--- src/hdl/dtnd_pkg.sv ---
// Shared types and constants of the drum trigger note detector.
// Used by the interfaces, the event queue and the top level; no dependencies.
package dtnd_pkg;

  localparam int unsigned NOTE_W  = 7;
  localparam int unsigned VEL_W   = 7;
  localparam int unsigned MCH_W   = 4;
  localparam int unsigned SMP_W   = 8;
  localparam int unsigned CH_W    = 2;
  localparam int unsigned ADDR_W  = 4;
  localparam int unsigned DATA_W  = 32;

  // Event queue: room for two full items of results.
  localparam int unsigned QDEPTH  = 4;
  localparam int unsigned QPTR_W  = 2;
  localparam int unsigned QCNT_W  = 3;

  localparam logic [SMP_W-1:0]  THRESHOLD_RST = 8'd6;
  localparam logic [SMP_W-1:0]  GUARD_RST     = 8'd60;
  localparam logic [NOTE_W-1:0] BASE_NOTE_RST = 7'd40;
  localparam logic [MCH_W-1:0]  MIDI_CH_RST   = 4'd3;
  localparam logic [SMP_W-1:0]  HOLD_FULL     = 8'd255;
  localparam logic [NOTE_W-1:0] NOTE_MAX      = 7'd127;
  localparam logic [VEL_W-1:0]  VEL_MAX       = 7'd127;

  typedef enum logic [1:0] {
    REG_THRESHOLD = 2'd0,
    REG_GUARD     = 2'd1,
    REG_BASE_NOTE = 2'd2,
    REG_MIDI_CH   = 2'd3
  } reg_idx_e;

  typedef enum logic {
    OP_SAMPLE = 1'b0,
    OP_TICK   = 1'b1
  } op_e;

  typedef enum logic {
    KIND_OFF = 1'b0,
    KIND_ON  = 1'b1
  } kind_e;

  typedef struct packed {
    logic              kind;
    logic [NOTE_W-1:0] note;
    logic [VEL_W-1:0]  velocity;
    logic [MCH_W-1:0]  out_channel;
    logic              last;
  } evt_t;

  // Queue write side: how many words go in this cycle and what they are.
  typedef struct packed {
    logic [1:0] push_n;
    evt_t       w0;
    evt_t       w1;
  } q_push_t;

endpackage

--- src/hdl/dtnd_if.sv ---
// Handshake interfaces for the input and result channels.
// Depends on dtnd_pkg for field widths.
interface dtnd_in_if import dtnd_pkg::*; ();
  logic             valid;
  logic             ready;
  logic             op;
  logic [CH_W-1:0]  channel;
  logic [SMP_W-1:0] sample;
  logic             shift;

  modport source (output valid, op, channel, sample, shift, input ready);
  modport sink   (input valid, op, channel, sample, shift, output ready);
endinterface

interface dtnd_out_if import dtnd_pkg::*; ();
  logic              valid;
  logic              ready;
  logic              kind;
  logic [NOTE_W-1:0] note;
  logic [VEL_W-1:0]  velocity;
  logic [MCH_W-1:0]  out_channel;
  logic              last;

  modport source (output valid, kind, note, velocity, out_channel, last, input ready);
  modport sink   (input valid, kind, note, velocity, out_channel, last, output ready);
endinterface

--- src/hdl/drum_trigger_note_detector_core.sv ---
// Top level of the drum trigger note detector.
// Depends on dtnd_pkg, dtnd_in_if / dtnd_out_if and dtnd_evt_q.
//
// Usage:
//  - in_i carries one word per item: a sample (op = sample, channel, sample,
//    shift) or a timer tick (op = tick). out_o carries note events (kind,
//    note, velocity, out_channel, last); last marks the final event of an item.
//  - An item produces 0, 1 or 2 events: note-on on a strike (preceded by a
//    note-off when the channel was still sounding), or a note-off when a held
//    channel has run its hold counter down to zero. Ticks give no events.
//  - An accepted word is registered, evaluated against channel state in the
//    next cycle and written to a 4-word event queue, which feeds out_o.
//  - Throughput: one item per cycle while in_i.ready is high. Channel state
//    is updated in the single evaluate stage, so back-to-back items on the
//    same channel see each other's effect. The output side moves one event per
//    cycle, so items that make two events are limited by the result channel.
//  - in_i.ready drops only when the event queue cannot take two more words
//    on top of what is queued and in flight; a stalled receiver fills the queue
//    and then holds the input off. Nothing is lost or dropped.
//  - Reset (rst_ni low, async): registers return to threshold 6, guard 60,
//    base note 40, MIDI channel 3; all channel state clears; queue empties.
//  - Configuration: APB writes at byte addresses 0x0/0x4/0x8/0xC
//    (threshold, guard, base_note, midi_channel); write only while idle.
module drum_trigger_note_detector_core import dtnd_pkg::*; #(
  parameter int unsigned CHANNELS = 3
) (
  input  logic              clk_i,
  input  logic              rst_ni,
  dtnd_in_if.sink           in_i,
  dtnd_out_if.source        out_o,
  input  logic              psel,
  input  logic              penable,
  input  logic              pwrite,
  input  logic [ADDR_W-1:0] paddr,
  input  logic [DATA_W-1:0] pwdata,
  output logic [DATA_W-1:0] prdata,
  output logic              pready
);

  // ---------------------------------------------------------------- config
  logic [SMP_W-1:0]  thresh_q;
  logic [SMP_W-1:0]  guard_q;
  logic [NOTE_W-1:0] base_q;
  logic [MCH_W-1:0]  mch_q;
  logic              cfg_wr;
  reg_idx_e          cfg_idx;

  assign pready  = 1'b1;
  assign cfg_wr  = psel && penable && pwrite;
  assign cfg_idx = reg_idx_e'(paddr[3:2]);

  always_ff @(posedge clk_i or negedge rst_ni) begin
    if (!rst_ni) begin
      thresh_q <= THRESHOLD_RST;
      guard_q  <= GUARD_RST;
      base_q   <= BASE_NOTE_RST;
      mch_q    <= MIDI_CH_RST;
    end else if (cfg_wr) begin
      case (cfg_idx)
        REG_THRESHOLD: thresh_q <= pwdata[SMP_W-1:0];
        REG_GUARD:     guard_q  <= pwdata[SMP_W-1:0];
        REG_BASE_NOTE: base_q   <= pwdata[NOTE_W-1:0];
        REG_MIDI_CH:   mch_q    <= pwdata[MCH_W-1:0];
        default: ;
      endcase
    end
  end

  always_comb begin
    case (cfg_idx)
      REG_THRESHOLD: prdata = DATA_W'(thresh_q);
      REG_GUARD:     prdata = DATA_W'(guard_q);
      REG_BASE_NOTE: prdata = DATA_W'(base_q);
      REG_MIDI_CH:   prdata = DATA_W'(mch_q);
      default:       prdata = '0;
    endcase
  end

  // ----------------------------------------------------------- input stage
  logic              s1_vld_q;
  logic              s1_op_q;
  logic [CH_W-1:0]   s1_ch_q;
  logic [SMP_W-1:0]  s1_smp_q;
  logic              s1_shift_q;
  logic              in_fire;
  logic [QCNT_W-1:0] q_count;
  q_push_t           push;

  // Queue always has room for whatever the evaluate stage produces, since
  // admission reserves two slots beyond the queued and in-flight words.
  assign in_i.ready = (q_count + QCNT_W'(push.push_n)) <= QCNT_W'(QDEPTH - 2);
  assign in_fire    = in_i.valid && in_i.ready;

  always_ff @(posedge clk_i or negedge rst_ni) begin
    if (!rst_ni) begin
      s1_vld_q <= 1'b0;
    end else begin
      s1_vld_q <= in_fire;
    end
  end

  always_ff @(posedge clk_i) begin
    if (in_fire) begin
      s1_op_q    <= in_i.op;
      s1_ch_q    <= in_i.channel;
      s1_smp_q   <= in_i.sample;
      s1_shift_q <= in_i.shift;
    end
  end

  // ---------------------------------------------------------- channel state
  logic [SMP_W-1:0] prev_q [CHANNELS];
  logic [SMP_W-1:0] hold_q [CHANNELS];
  logic             act_q  [CHANNELS];

  logic             is_smp, is_tick, in_range;
  logic [SMP_W-1:0] prev_sel, hold_sel;
  logic             act_sel;
  logic [8:0]       note_sum;
  logic [NOTE_W-1:0] note;
  logic [VEL_W-1:0] vel;
  logic [8:0]       rise_lim;
  logic             strike, release_ev;
  evt_t             ev_off, ev_on;

  assign is_tick  = s1_vld_q && (s1_op_q == OP_TICK);
  assign in_range = 32'(s1_ch_q) < 32'(CHANNELS);
  assign is_smp   = s1_vld_q && (s1_op_q == OP_SAMPLE) && in_range;

  always_comb begin
    prev_sel = '0;
    hold_sel = '0;
    act_sel  = 1'b0;
    for (int i = 0; i < int'(CHANNELS); i++) begin
      if (32'(s1_ch_q) == 32'(i)) begin
        prev_sel = prev_q[i];
        hold_sel = hold_q[i];
        act_sel  = act_q[i];
      end
    end
  end

  // Note: base + channel (+ channel count for the upper bank), saturated.
  assign note_sum = 9'(base_q) + 9'(s1_ch_q) + (s1_shift_q ? 9'(CHANNELS) : 9'd0);
  assign note     = (note_sum > 9'(NOTE_MAX)) ? NOTE_MAX : note_sum[NOTE_W-1:0];
  // Velocity 2*sample clipped at 127.
  assign vel      = (s1_smp_q[7:6] != 2'b00) ? VEL_MAX : {s1_smp_q[5:0], 1'b0};

  // Rise compare runs one bit wider so a high previous sample blocks strikes.
  assign rise_lim   = 9'(prev_sel) + 9'(thresh_q);
  assign strike     = is_smp && (9'(s1_smp_q) > rise_lim) &&
                      (hold_sel < (HOLD_FULL - guard_q));
  // A strike reloads the counter, so release only happens without a strike.
  assign release_ev = is_smp && !strike && (hold_sel == '0) && act_sel;

  always_comb begin
    ev_off             = '0;
    ev_off.kind        = KIND_OFF;
    ev_off.note        = note;
    ev_off.out_channel = mch_q;
    ev_on              = ev_off;
    ev_on.kind         = KIND_ON;
    ev_on.velocity     = vel;
    ev_on.last         = 1'b1;

    push = '0;
    if (strike && act_sel) begin
      push.push_n = 2'd2;
      push.w0     = ev_off;
      push.w1     = ev_on;
    end else if (strike) begin
      push.push_n = 2'd1;
      push.w0     = ev_on;
    end else if (release_ev) begin
      push.push_n  = 2'd1;
      push.w0      = ev_off;
      push.w0.last = 1'b1;
    end
  end

  always_ff @(posedge clk_i or negedge rst_ni) begin
    if (!rst_ni) begin
      for (int i = 0; i < int'(CHANNELS); i++) begin
        prev_q[i] <= '0;
        hold_q[i] <= '0;
        act_q[i]  <= 1'b0;
      end
    end else begin
      for (int i = 0; i < int'(CHANNELS); i++) begin
        if (is_tick) begin
          if (hold_q[i] != '0) begin
            hold_q[i] <= hold_q[i] - SMP_W'(1);
          end
        end else if (is_smp && (32'(s1_ch_q) == 32'(i))) begin
          prev_q[i] <= release_ev ? '0 : s1_smp_q;
          if (strike) begin
            hold_q[i] <= HOLD_FULL;
            act_q[i]  <= 1'b1;
          end else if (release_ev) begin
            act_q[i]  <= 1'b0;
          end
        end
      end
    end
  end

  // ------------------------------------------------------------ event queue
  evt_t head;
  logic q_nempty;

  dtnd_evt_q u_evt_q (
    .clk_i    (clk_i),
    .rst_ni   (rst_ni),
    .push_i   (push),
    .pop_i    (out_o.ready),
    .head_o   (head),
    .nempty_o (q_nempty),
    .count_o  (q_count)
  );

  assign out_o.valid       = q_nempty;
  assign out_o.kind        = head.kind;
  assign out_o.note        = head.note;
  assign out_o.velocity    = head.velocity;
  assign out_o.out_channel = head.out_channel;
  assign out_o.last        = head.last;

endmodule

--- src/hdl/dtnd_evt_q.sv ---
// Small event queue: takes zero, one or two words per cycle, gives one on pop_i.
// Depends on dtnd_pkg (evt_t, q_push_t, queue sizing).
module dtnd_evt_q import dtnd_pkg::*; (
  input  logic              clk_i,
  input  logic              rst_ni,
  input  q_push_t           push_i,
  input  logic              pop_i,
  output evt_t              head_o,
  output logic              nempty_o,
  output logic [QCNT_W-1:0] count_o
);

  evt_t              mem_q [QDEPTH];
  logic [QPTR_W-1:0] wr_ptr_q, wr_ptr_d;
  logic [QPTR_W-1:0] rd_ptr_q, rd_ptr_d;
  logic [QCNT_W-1:0] count_q, count_d;
  logic              do_pop;

  assign do_pop   = pop_i && (count_q != '0);
  assign wr_ptr_d = wr_ptr_q + QPTR_W'(push_i.push_n);
  assign rd_ptr_d = rd_ptr_q + QPTR_W'(do_pop);
  assign count_d  = count_q + QCNT_W'(push_i.push_n) - QCNT_W'(do_pop);

  always_ff @(posedge clk_i or negedge rst_ni) begin
    if (!rst_ni) begin
      wr_ptr_q <= '0;
      rd_ptr_q <= '0;
      count_q  <= '0;
    end else begin
      wr_ptr_q <= wr_ptr_d;
      rd_ptr_q <= rd_ptr_d;
      count_q  <= count_d;
    end
  end

  always_ff @(posedge clk_i) begin
    if (push_i.push_n != 2'd0) begin
      mem_q[wr_ptr_q] <= push_i.w0;
    end
    if (push_i.push_n == 2'd2) begin
      mem_q[wr_ptr_q + QPTR_W'(1)] <= push_i.w1;
    end
  end

  assign head_o   = mem_q[rd_ptr_q];
  assign nempty_o = (count_q != '0);
  assign count_o  = count_q;

endmodule

--- src/flat_wrapper.sv ---
// flat-port wrapper written by rule: the top's interface ports become plain ports
module drum_trigger_note_detector_core_flat import dtnd_pkg::*;
#(
  parameter int unsigned CHANNELS = 3
)
  (clk_i, rst_ni, psel, penable, pwrite, paddr, pwdata, prdata, pready, in_i_valid, in_i_op, in_i_channel, in_i_sample, in_i_shift, in_i_ready, out_o_valid, out_o_kind, out_o_note, out_o_velocity, out_o_out_channel, out_o_last, out_o_ready);
  dtnd_in_if in_i_i ();
  dtnd_out_if out_o_i ();
  input  logic clk_i;
  input  logic rst_ni;
  input  logic psel;
  input  logic penable;
  input  logic pwrite;
  input  logic [ADDR_W-1:0] paddr;
  input  logic [DATA_W-1:0] pwdata;
  output logic [DATA_W-1:0] prdata;
  output logic pready;
  input wire logic [$bits(in_i_i.valid)-1:0] in_i_valid;
  input wire logic [$bits(in_i_i.op)-1:0] in_i_op;
  input wire logic [$bits(in_i_i.channel)-1:0] in_i_channel;
  input wire logic [$bits(in_i_i.sample)-1:0] in_i_sample;
  input wire logic [$bits(in_i_i.shift)-1:0] in_i_shift;
  output wire logic [$bits(in_i_i.ready)-1:0] in_i_ready;
  output wire logic [$bits(out_o_i.valid)-1:0] out_o_valid;
  output wire logic [$bits(out_o_i.kind)-1:0] out_o_kind;
  output wire logic [$bits(out_o_i.note)-1:0] out_o_note;
  output wire logic [$bits(out_o_i.velocity)-1:0] out_o_velocity;
  output wire logic [$bits(out_o_i.out_channel)-1:0] out_o_out_channel;
  output wire logic [$bits(out_o_i.last)-1:0] out_o_last;
  input wire logic [$bits(out_o_i.ready)-1:0] out_o_ready;
  assign in_i_i.valid = in_i_valid;
  assign in_i_i.op = in_i_op;
  assign in_i_i.channel = in_i_channel;
  assign in_i_i.sample = in_i_sample;
  assign in_i_i.shift = in_i_shift;
  assign in_i_ready = in_i_i.ready;
  assign out_o_valid = out_o_i.valid;
  assign out_o_kind = out_o_i.kind;
  assign out_o_note = out_o_i.note;
  assign out_o_velocity = out_o_i.velocity;
  assign out_o_out_channel = out_o_i.out_channel;
  assign out_o_last = out_o_i.last;
  assign out_o_i.ready = out_o_ready;
  drum_trigger_note_detector_core #(.CHANNELS(CHANNELS)) u_core (.clk_i(clk_i), .rst_ni(rst_ni), .in_i(in_i_i), .out_o(out_o_i), .psel(psel), .penable(penable), .pwrite(pwrite), .paddr(paddr), .pwdata(pwdata), .prdata(prdata), .pready(pready));
endmodule
--- config.mk ---
export PLATFORM = sky130hd
export DESIGN_NAME = drum_trigger_note_detector_core_flat
export DESIGN_NICKNAME = d
export VERILOG_FILES = /design/src/hdl/dtnd_pkg.sv /design/src/hdl/dtnd_if.sv /design/src/hdl/drum_trigger_note_detector_core.sv /design/src/hdl/dtnd_evt_q.sv /design/src/flat_wrapper.sv
export SDC_FILE = /design/constraint.sdc
export NUM_CORES = 1
export LEC_CHECK = 0
export BUFFER_PORTS_ARGS = -buffer_cell sky130_fd_sc_hd__buf_2
export CAP_MARGIN = 30
export CORE_ASPECT_RATIO = 1.1
export CORE_MARGIN = 4
export CORE_UTILIZATION = 25
export CTS_CLUSTER_DIAMETER = 150
export DETAILED_ROUTE_END_ITERATION = 8
export PLACE_DENSITY = 0.43
export SLEW_MARGIN = 20
export SYNTH_ARGS = -nofsm -noshare
export SYNTH_HDL_FRONTEND = slang
export SYNTH_HIERARCHICAL = 1
export SYNTH_SLANG_ARGS = --single-unit
export TNS_END_PERCENT = 5
--- constraint.sdc ---
create_clock -name clk_i -period 7.3 [get_ports clk_i]
set_input_delay 0.73 -clock clk_i [delete_from_list [all_inputs] [get_ports clk_i]]
set_output_delay 0.73 -clock clk_i [all_outputs]
set_load 0.02 [all_outputs]
==> results of run 1 <==
per-stage QoR:
step	hold WS, ns	cell area [µm²]	total power [mW]	setup slack [ns]
finish	0.161	11600	3.95	0.865
global route	0.156	11600	4.26	0.335
CTS	0.148	11600	4.02	0.664
detailed placement	0.469	11000	3.13	1.17
global placement	0.461	11000	3.11	1.20
floorplan	0.434	10300	2.67	0.860
Yosys cell counts, drive strengths merged (15+ instances only):
library cell,n
mux2,104
o21ai,69
nor2,73
nand2,68
a2bb2oi,16
buf,48
a21oi,17
mux2i,23
ha,36
dfrtp,76
inv,21
clkbuf,15
edfxtp,92
mux4,24
state kept, by name, summed over array words and instances, names as in the netlist, 2 cells and up:
signal,count
u_core/act_q,3
u_core/base_q,7
u_core/guard_q,8
u_core/hold_q,24
u_core/mch_q,4
u_core/prev_q,24
u_core/s1_ch_q,2
u_core/s1_smp_q,8
u_core/thresh_q,8
u_core/u_evt_q/count_o,3
u_core/u_evt_q/mem_q,80
u_core/u_evt_q/rd_ptr_q,2
u_core/u_evt_q/wr_ptr_q,2
layout make-up:
class                           count  area, µm²  area share (%)
Inverter                           21       78.8           0.680
Tap cell                          513        642            5.54
Multi-Input combinational cell    589       4910            42.3
Clock inverter                     14        121            1.05
Sequential cell                   178       4930            42.5
Clock buffer                       18        429            3.70
Timing Repair Buffer               81        485            4.19
routing by layer:
metal | up-vias | wire length (µm) | global-route usage [%]
met3 | 19 | 725 | 2.27
met5 | - | 0 | 0
met4 | 0 | 293 | 3.07
met1 | 3092 | 10900 | 14.1
li1 | 3119 | - | -
met2 | 80 | 13100 | 21.1
logic make-up (layout without fill, tap and decap cells):
kind of cell | count (synthesis) | after routing | share of synthesized area (%)
muxes | 151 | 151 | 19.7
AOI/OAI and AO/OA | 132 | 132 | 9.11
buffers and inverters | 84 | 134 | 4.80
adders and majority gates | 42 | 42 | 5.58
other | 2 | 25 | 0.0735
xor gates and xnor gates | 20 | 20 | 1.71
DFF | 178 | 178 | 48.2
and+or+nand+nor | 219 | 219 | 10.8
power groups by stage:
| stage | sequential (mW) | clock [mW] | combinational, mW |
|---|---|---|---|
| 5_1_grt | 1.58 | 0.959 | 1.72 |
| 3_3_place_gp | 1.58 | 0 | 1.53 |
| 2_1_floorplan | 1.46 | 0 | 1.21 |
| 4_1_cts | 1.55 | 0.909 | 1.56 |
| 6_report | 1.55 | 0.878 | 1.53 |
| 3_5_place_dp | 1.57 | 0 | 1.55 |
worst paths after layout:
check                           cells past startpoint  slack [ns]           endpoint              start
worst max-delay path                               22        0.87         in_i_ready  u_core/s1_ch_q[1]
worst min-delay path                                1        0.16  u_core/hold_q[18]             rst_ni
worst max register to register                     23        1.51     u_core/s1_op_q  u_core/s1_ch_q[1]
worst min register to register                      2        0.48  u_core/prev_q[22]  u_core/prev_q[22]
max in group asynchronous                           3        6.09  u_core/guard_q[2]             rst_ni
min in group clk_i                                  1        0.46  u_core/s1_ch_q[1]    in_i_channel[1]
==> key figures, run 1 <==
Outcome
  • Outcome: completed

Placement
  • HPWL after detailed placement: ~18 mm
  • Buffers added on ports: 58
  • Placed cells: between 1,000 and 1,500
  • Routability cong.: between 0.7 and 0.8

Critical path
  • Startpoint Class: flop
  • Data arrival time of the worst path: around 5.7 ns
  • Worst path cell trace: buf_4 > mux2i_1 > o21ai_0 > ha_1 > nand2_1 > o21ai_0 > o41ai_1 > xor2_1 > ha_1 > or2_2 > nand4_1 > a41o_1 > nor4_4 > buf_4 > nand2_2 > o21ai_1 > buf_4 > ha_1 > fa_1 > xor2_1 > a21oi_1 > buf_2
  • CP max-delay cell: edfxtp_1
  • Setup CP Type: flop to output pin
  • Cell family with most CP delay: adder cells
  • Buf+Inv Stages, Crit Path: 4
  • Worst path max stage delay: a little under 0.7 ns
  • CP required: about 6.6 ns
  • Maximum fanout along the worst path: 18
  • CP Capture Type: output pin

Final layout
  • Most frequent cells in the layout: edfxtp_1, mux2_2, dfrtp_1, nand2_1
  • Diodes inserted: 0
  • Leading cell type in the layout, fill and taps excluded: edfxtp_1
  • Final core utilization: about 29%
  • Area grow syn2layout: 13.4%
  • Share of layout cells above drive strength 1: roughly a third
  • Final #Nets: between 900 and 1,000
  • Final non-filler cell total: about 1,400
  • FILL cells: about 4,100

Detailed routing
  • Avg WL per Cell: approximately 18 µm
  • Drt pass-1 iters: 4
  • Initial DRC count: 404
  • DRC viols: 0
  • Vias per inst: ~4.5
  • ANT nets after route: 0
  • Vias: around 6,300
  • Final WL: about 25 mm

Worst hold path
  • Hold Crit Class: primary input to asynchronous set/reset pin

Clocking
  • CTS tree: yes
  • CTS Buf Count: 17
  • Clock Root Buffer: clkbuf_16
  • H-tree lvl count: 4
  • CTS clk-pin slew, worst paths: 0.08 ns
  • # clock sinks: approximately 180
  • Clk_lat worst skew: 0.44 ns
  • Longest Clk Path Bufs: 2
  • Resized Gates After CTS: 0
  • Post-CTS Setup Bufs: 0
  • CTS Hold Bufs: 0

STA
  • Min Tclk post-route: ~6.4 ns
  • Fin crit share: between 80% and 90%
  • Slew @ Worst Pin: 0.946 ns
  • Hold Fails Final Rpt: 0
  • Fin. max-slew vios: 0
  • F_max: about 160 MHz
  • RSZ-0062 raised after global routing: no
  • Final TNS setup: 0 ns
  • Final clock skew: between 0.01 and 0.015 ns
  • Slew margin rel.: 36.8%
  • Setup violations, final: 0

Power
  • Internal power: ~2.4 mW
  • Pleak: between 4 and 5 nW
  • VDD IR max: between 0.15 and 0.2 mV
  • Clk pwr share: between 20 and 25%
  • Comb power frac: between 30% and 40%
  • Flop pwr share: 39.1%
  • Pwr/cell area: 341 nW/µm²
  • Psw: around 1.5 mW
  • Sw frac: approximately 39%

Synth
  • Top_reg_cell synth: edfxtp_1
  • Largest cells by area after synthesis: edfxtp_1, dfrtp_1, mux2_2
  • Distinct cells, synth: 68
  • Post-synth ARST share: about half
  • Gate Count Post-Synth: around 830
  • Number of enable flip-flop cells after synthesis: 92
  • Yosys reg bits: 178
  • Sequential-to-total area share from yosys stat: 48.2%
  • Top-area cell type share of the netlist area: between 20 and 30%
  • Synth Area per Inst: approximately 12 µm²
  • Yosys warnings: 6
  • Synthesized area: 10,200 µm²
  • Yosys top cell by area: edfxtp_1

Global route
  • Overflow after GRT: 0
  • Largest net degree at the start of global routing: 70
  • First-pass GRT wire length: a little under 40 mm
  • Number of global-route vias before repair: around 6,600
  • Antenna violations before repair: 0
  • Total GRT Usage: between 10% and 20%

Floorplan
  • Die height: roughly 220 µm
  • Die Wd: roughly 200 µm
  • Core ar.: ~40,000 µm²
  • IO Pins: between 100 and 150
  • Initial Util: 25.4%
  • Rows: 77
  • Die area: 44,200 µm²

Run
  • Max-Cap Viols: 0
No activity file was read; power rests on OpenSTA's default activity.
==> run 2: changes to the inputs <==
--- a/config.mk
+++ b/config.mk
@@ -9,10 +9,10 @@
 export CAP_MARGIN = 30
 export CORE_ASPECT_RATIO = 1.1
 export CORE_MARGIN = 4
-export CORE_UTILIZATION = 25
+export CORE_UTILIZATION = 45
 export CTS_CLUSTER_DIAMETER = 150
 export DETAILED_ROUTE_END_ITERATION = 8
-export PLACE_DENSITY = 0.43
+export PLACE_DENSITY = 0.66
 export SLEW_MARGIN = 20
 export SYNTH_ARGS = -nofsm -noshare
 export SYNTH_HDL_FRONTEND = slang
==> run 2 against run 1 <==
Combinational power barely moved. Critical path depth down 2. Register-to-register slack worse by 0.29 ns. Largest power group unchanged. Largest cell class unchanged. Final cell count fell by 15%.
==> key figures, run 2 (synthesis results as in run 1) <==
STA
  • F_max: 149 MHz (was 155 MHz)
  • Min Tclk post-route: 6.72 ns (was 6.43 ns)
  • Slew @ Worst Pin: 0.849 ns (was 0.946 ns)
  • RSZ-0062 raised after global routing: no (unchanged)
  • Fin crit share: 92.1% (was 88.1%)
  • Final TNS setup: 0 ns (unchanged)
  • Setup violations, final: 0 (unchanged)
  • Hold Fails Final Rpt: 0 (unchanged)
  • Fin. max-slew vios: 0 (unchanged)
  • Slew margin rel.: 43.3% (was 36.8%)
  • Final clock skew: 0.0123 ns (was 0.0130 ns)

Run
  • Max-Cap Viols: 0 (unchanged)

Placement
  • Placed cells: 1,163 (was 1,381)
  • Buffers added on ports: 58 (unchanged)
  • Routability cong.: 0.833 (was 0.757)
  • HPWL after detailed placement: 15.5 mm (was 17.9 mm)

Detailed routing
  • Final WL: 22.1 mm (was 25.0 mm)
  • Vias: 6,466 (was 6,310)
  • Initial DRC count: 284 (was 404)
  • Vias per inst: 5.41 (was 4.46)
  • DRC viols: 0 (unchanged)
  • ANT nets after route: 0 (unchanged)
  • Avg WL per Cell: 18.5 µm (was 17.7 µm)
  • Drt pass-1 iters: 4 (unchanged)

Final layout
  • Top flop regs: u_core/u_evt_q/mem_q (80), u_core/hold_q (24), u_core/prev_q (24) (unchanged)
  • Final non-filler cell total: 1,195 (was 1,414)
  • Max FFs per register: 80 (unchanged)
  • Area grow syn2layout: 11.1% (was 13.4%)
  • Final #Nets: 984 (was 985)
  • Final core utilization: 51.0% (was 28.8%)
  • Diodes inserted: 0 (unchanged)
  • Share of layout cells above drive strength 1: 31.6% (about the same)
  • Most frequent cells in the layout: edfxtp_1, mux2_2, dfrtp_1, nand2_1 (unchanged)
  • Leading cell type in the layout, fill and taps excluded: edfxtp_1 (unchanged)
  • Largest reg by FF count: u_core/u_evt_q/mem_q (unchanged)

Floorplan
  • Core ar.: 22,300 µm² (was 40,300 µm²)
  • IO Pins: 110 (unchanged)
  • Die Wd: 152 µm (was 201 µm)
  • Rows: 57 (was 77)
  • Die area: 25,200 µm² (was 44,200 µm²)
  • Die height: 166 µm (was 220 µm)
  • Initial Util: 45.9% (was 25.4%)

Clocking
  • Resized Gates After CTS: 0 (unchanged)
  • Clk_lat worst skew: 0.44 ns (about the same)
  • CTS Hold Bufs: 0 (unchanged)
  • CTS clk-pin slew, worst paths: 0.07 ns (was 0.08 ns)
  • Longest Clk Path Bufs: 2 (unchanged)
  • CTS tree: yes (unchanged)
  • H-tree lvl count: 4 (unchanged)
  • Clock Root Buffer: clkbuf_16 (unchanged)
  • Post-CTS Setup Bufs: 0 (unchanged)
  • CTS Buf Count: 17 (unchanged)
  • # clock sinks: 178 (unchanged)

Critical path
  • Setup CP Type: flop to output pin (unchanged)
  • CP required: 6.57 ns (about the same)
  • Worst path max stage delay: 0.62 ns (was 0.68 ns)
  • Buf+Inv Stages, Crit Path: 3 (was 4)
  • Data arrival time of the worst path: 5.99 ns (was 5.70 ns)
  • Cell family with most CP delay: compound AO/OA/AOI/OAI gates (was adder cells)
  • Maximum fanout along the worst path: 19 (was 18)
  • Worst path cell trace: nor2b_1 > nand2_1 > o21ai_0 > ha_1 > a21o_1 > a21oi_1 > o21ai_0 > o41ai_1 > xor2_1 > ha_1 > nand4_1 > nor2_1 > a211o_1 > nor4_4 > nand2b_1 > buf_4 > inv_1 > fa_1 > a21oi_1 > buf_2 (was buf_4 > mux2i_1 > o21ai_0 > ha_1 > nand2_1 > o21ai_0 > o41ai_1 > xor2_1 > ha_1 > or2_2 > nand4_1 > a41o_1 > nor4_4 > buf_4 > nand2_2 > o21ai_1 > buf_4 > ha_1 > fa_1 > xor2_1 > a21oi_1 > buf_2)
  • CP Capture Type: output pin (unchanged)
  • Startpoint Class: flop (unchanged)
  • CP max-delay cell: edfxtp_1 (unchanged)

Global route
  • Overflow after GRT: 0 (unchanged)
  • Total GRT Usage: 17.8% (was 11.6%)
  • Number of global-route vias before repair: 6,480 (was 6,642)
  • Largest net degree at the start of global routing: 52 (was 70)
  • Antenna violations before repair: 0 (unchanged)
  • First-pass GRT wire length: 34.7 mm (was 39.6 mm)

Outcome
  • Outcome: completed (unchanged)

Worst hold path
  • Hold Crit Class: primary input to asynchronous set/reset pin (unchanged)

Power
  • VDD IR max: 0.213 mV (was 0.182 mV)
  • Pwr/cell area: 352 nW/µm² (was 341 nW/µm²)
  • Pleak: 4.68 nW (was 4.67 nW)
[run 2: worst paths after layout]
kind / depth (start not counted) / from / slack (ns) / end
worst max register to register: 21 / u_core/s1_ch_q[1] / 1.22 / u_core/s1_smp_q[5]
min in group clk_i: 1 / in_i_channel[0] / 0.47 / u_core/s1_ch_q[0]
worst min register to register: 2 / u_core/prev_q[23] / 0.48 / u_core/prev_q[23]
worst max-delay path: 20 / u_core/s1_ch_q[1] / 0.58 / in_i_ready
worst min-delay path: 1 / rst_ni / 0.25 / u_core/hold_q[1]
max in group asynchronous: 2 / rst_ni / 6.02 / u_core/mch_q[2]
[run 2: per-layer routing]
| metal | wire, µm | track usage [%] | vias to the layer above |
|---|---|---|---|
| met1 | 9180 | 22.3 | 3193 |
| met3 | 766 | 2.62 | 30 |
| met5 | 0 | 0 | - |
| met4 | 335 | 5.20 | 0 |
| li1 | - | - | 3116 |
| met2 | 11800 | 31.7 | 127 |
[run 2: cell type report]
type,count,area [µm²]
clock buffers,18,429
well taps,295,369
repair buffers,80,465
inverters,21,78.8
fillers,1940,10900
multi-input cells,589,4910
clock inverters,14,178
flip-flops and latches,178,4930
[run 2: stage by stage]
step	cell area [µm²]	hold slack, ns	total power [mW]	worst slack [ns]
after detailed placement	10700	0.470	3.08	1.04
after floorplan	10300	0.434	2.67	0.860
after global placement	10700	0.461	3.04	1.07
after CTS	11400	0.254	4.04	0.547
final	11400	0.249	4.00	0.576
after global routing	11400	0.273	4.27	0.137
[run 2: power breakdown]
group	switching, mW	leakage, nW	total (mW)	internal (mW)
sequential	0.237	1.90	1.54	1.30
combinational	0.835	2.50	1.52	0.683
clock	0.400	0.282	0.943	0.543
[run 2: worst register-to-register path, stage by stage (launching register included)]
cell and delay [ns]:
edfxtp_1 0.62, nor2b_1 0.54, nand2_1 0.10, o21ai_0 0.18, ha_1 0.31, a21o_1 0.17, a21oi_1 0.21, o21ai_0 0.17
o41ai_1 0.32, xor2_1 0.20, ha_1 0.27, nand4_1 0.10, nor2_1 0.05, a211o_1 0.30, nor4_4 0.39, nand2b_1 0.09
buf_4 0.25, inv_1 0.42, fa_1 0.51, a21oi_1 0.16, and2_1 0.14, buf_4 0.24
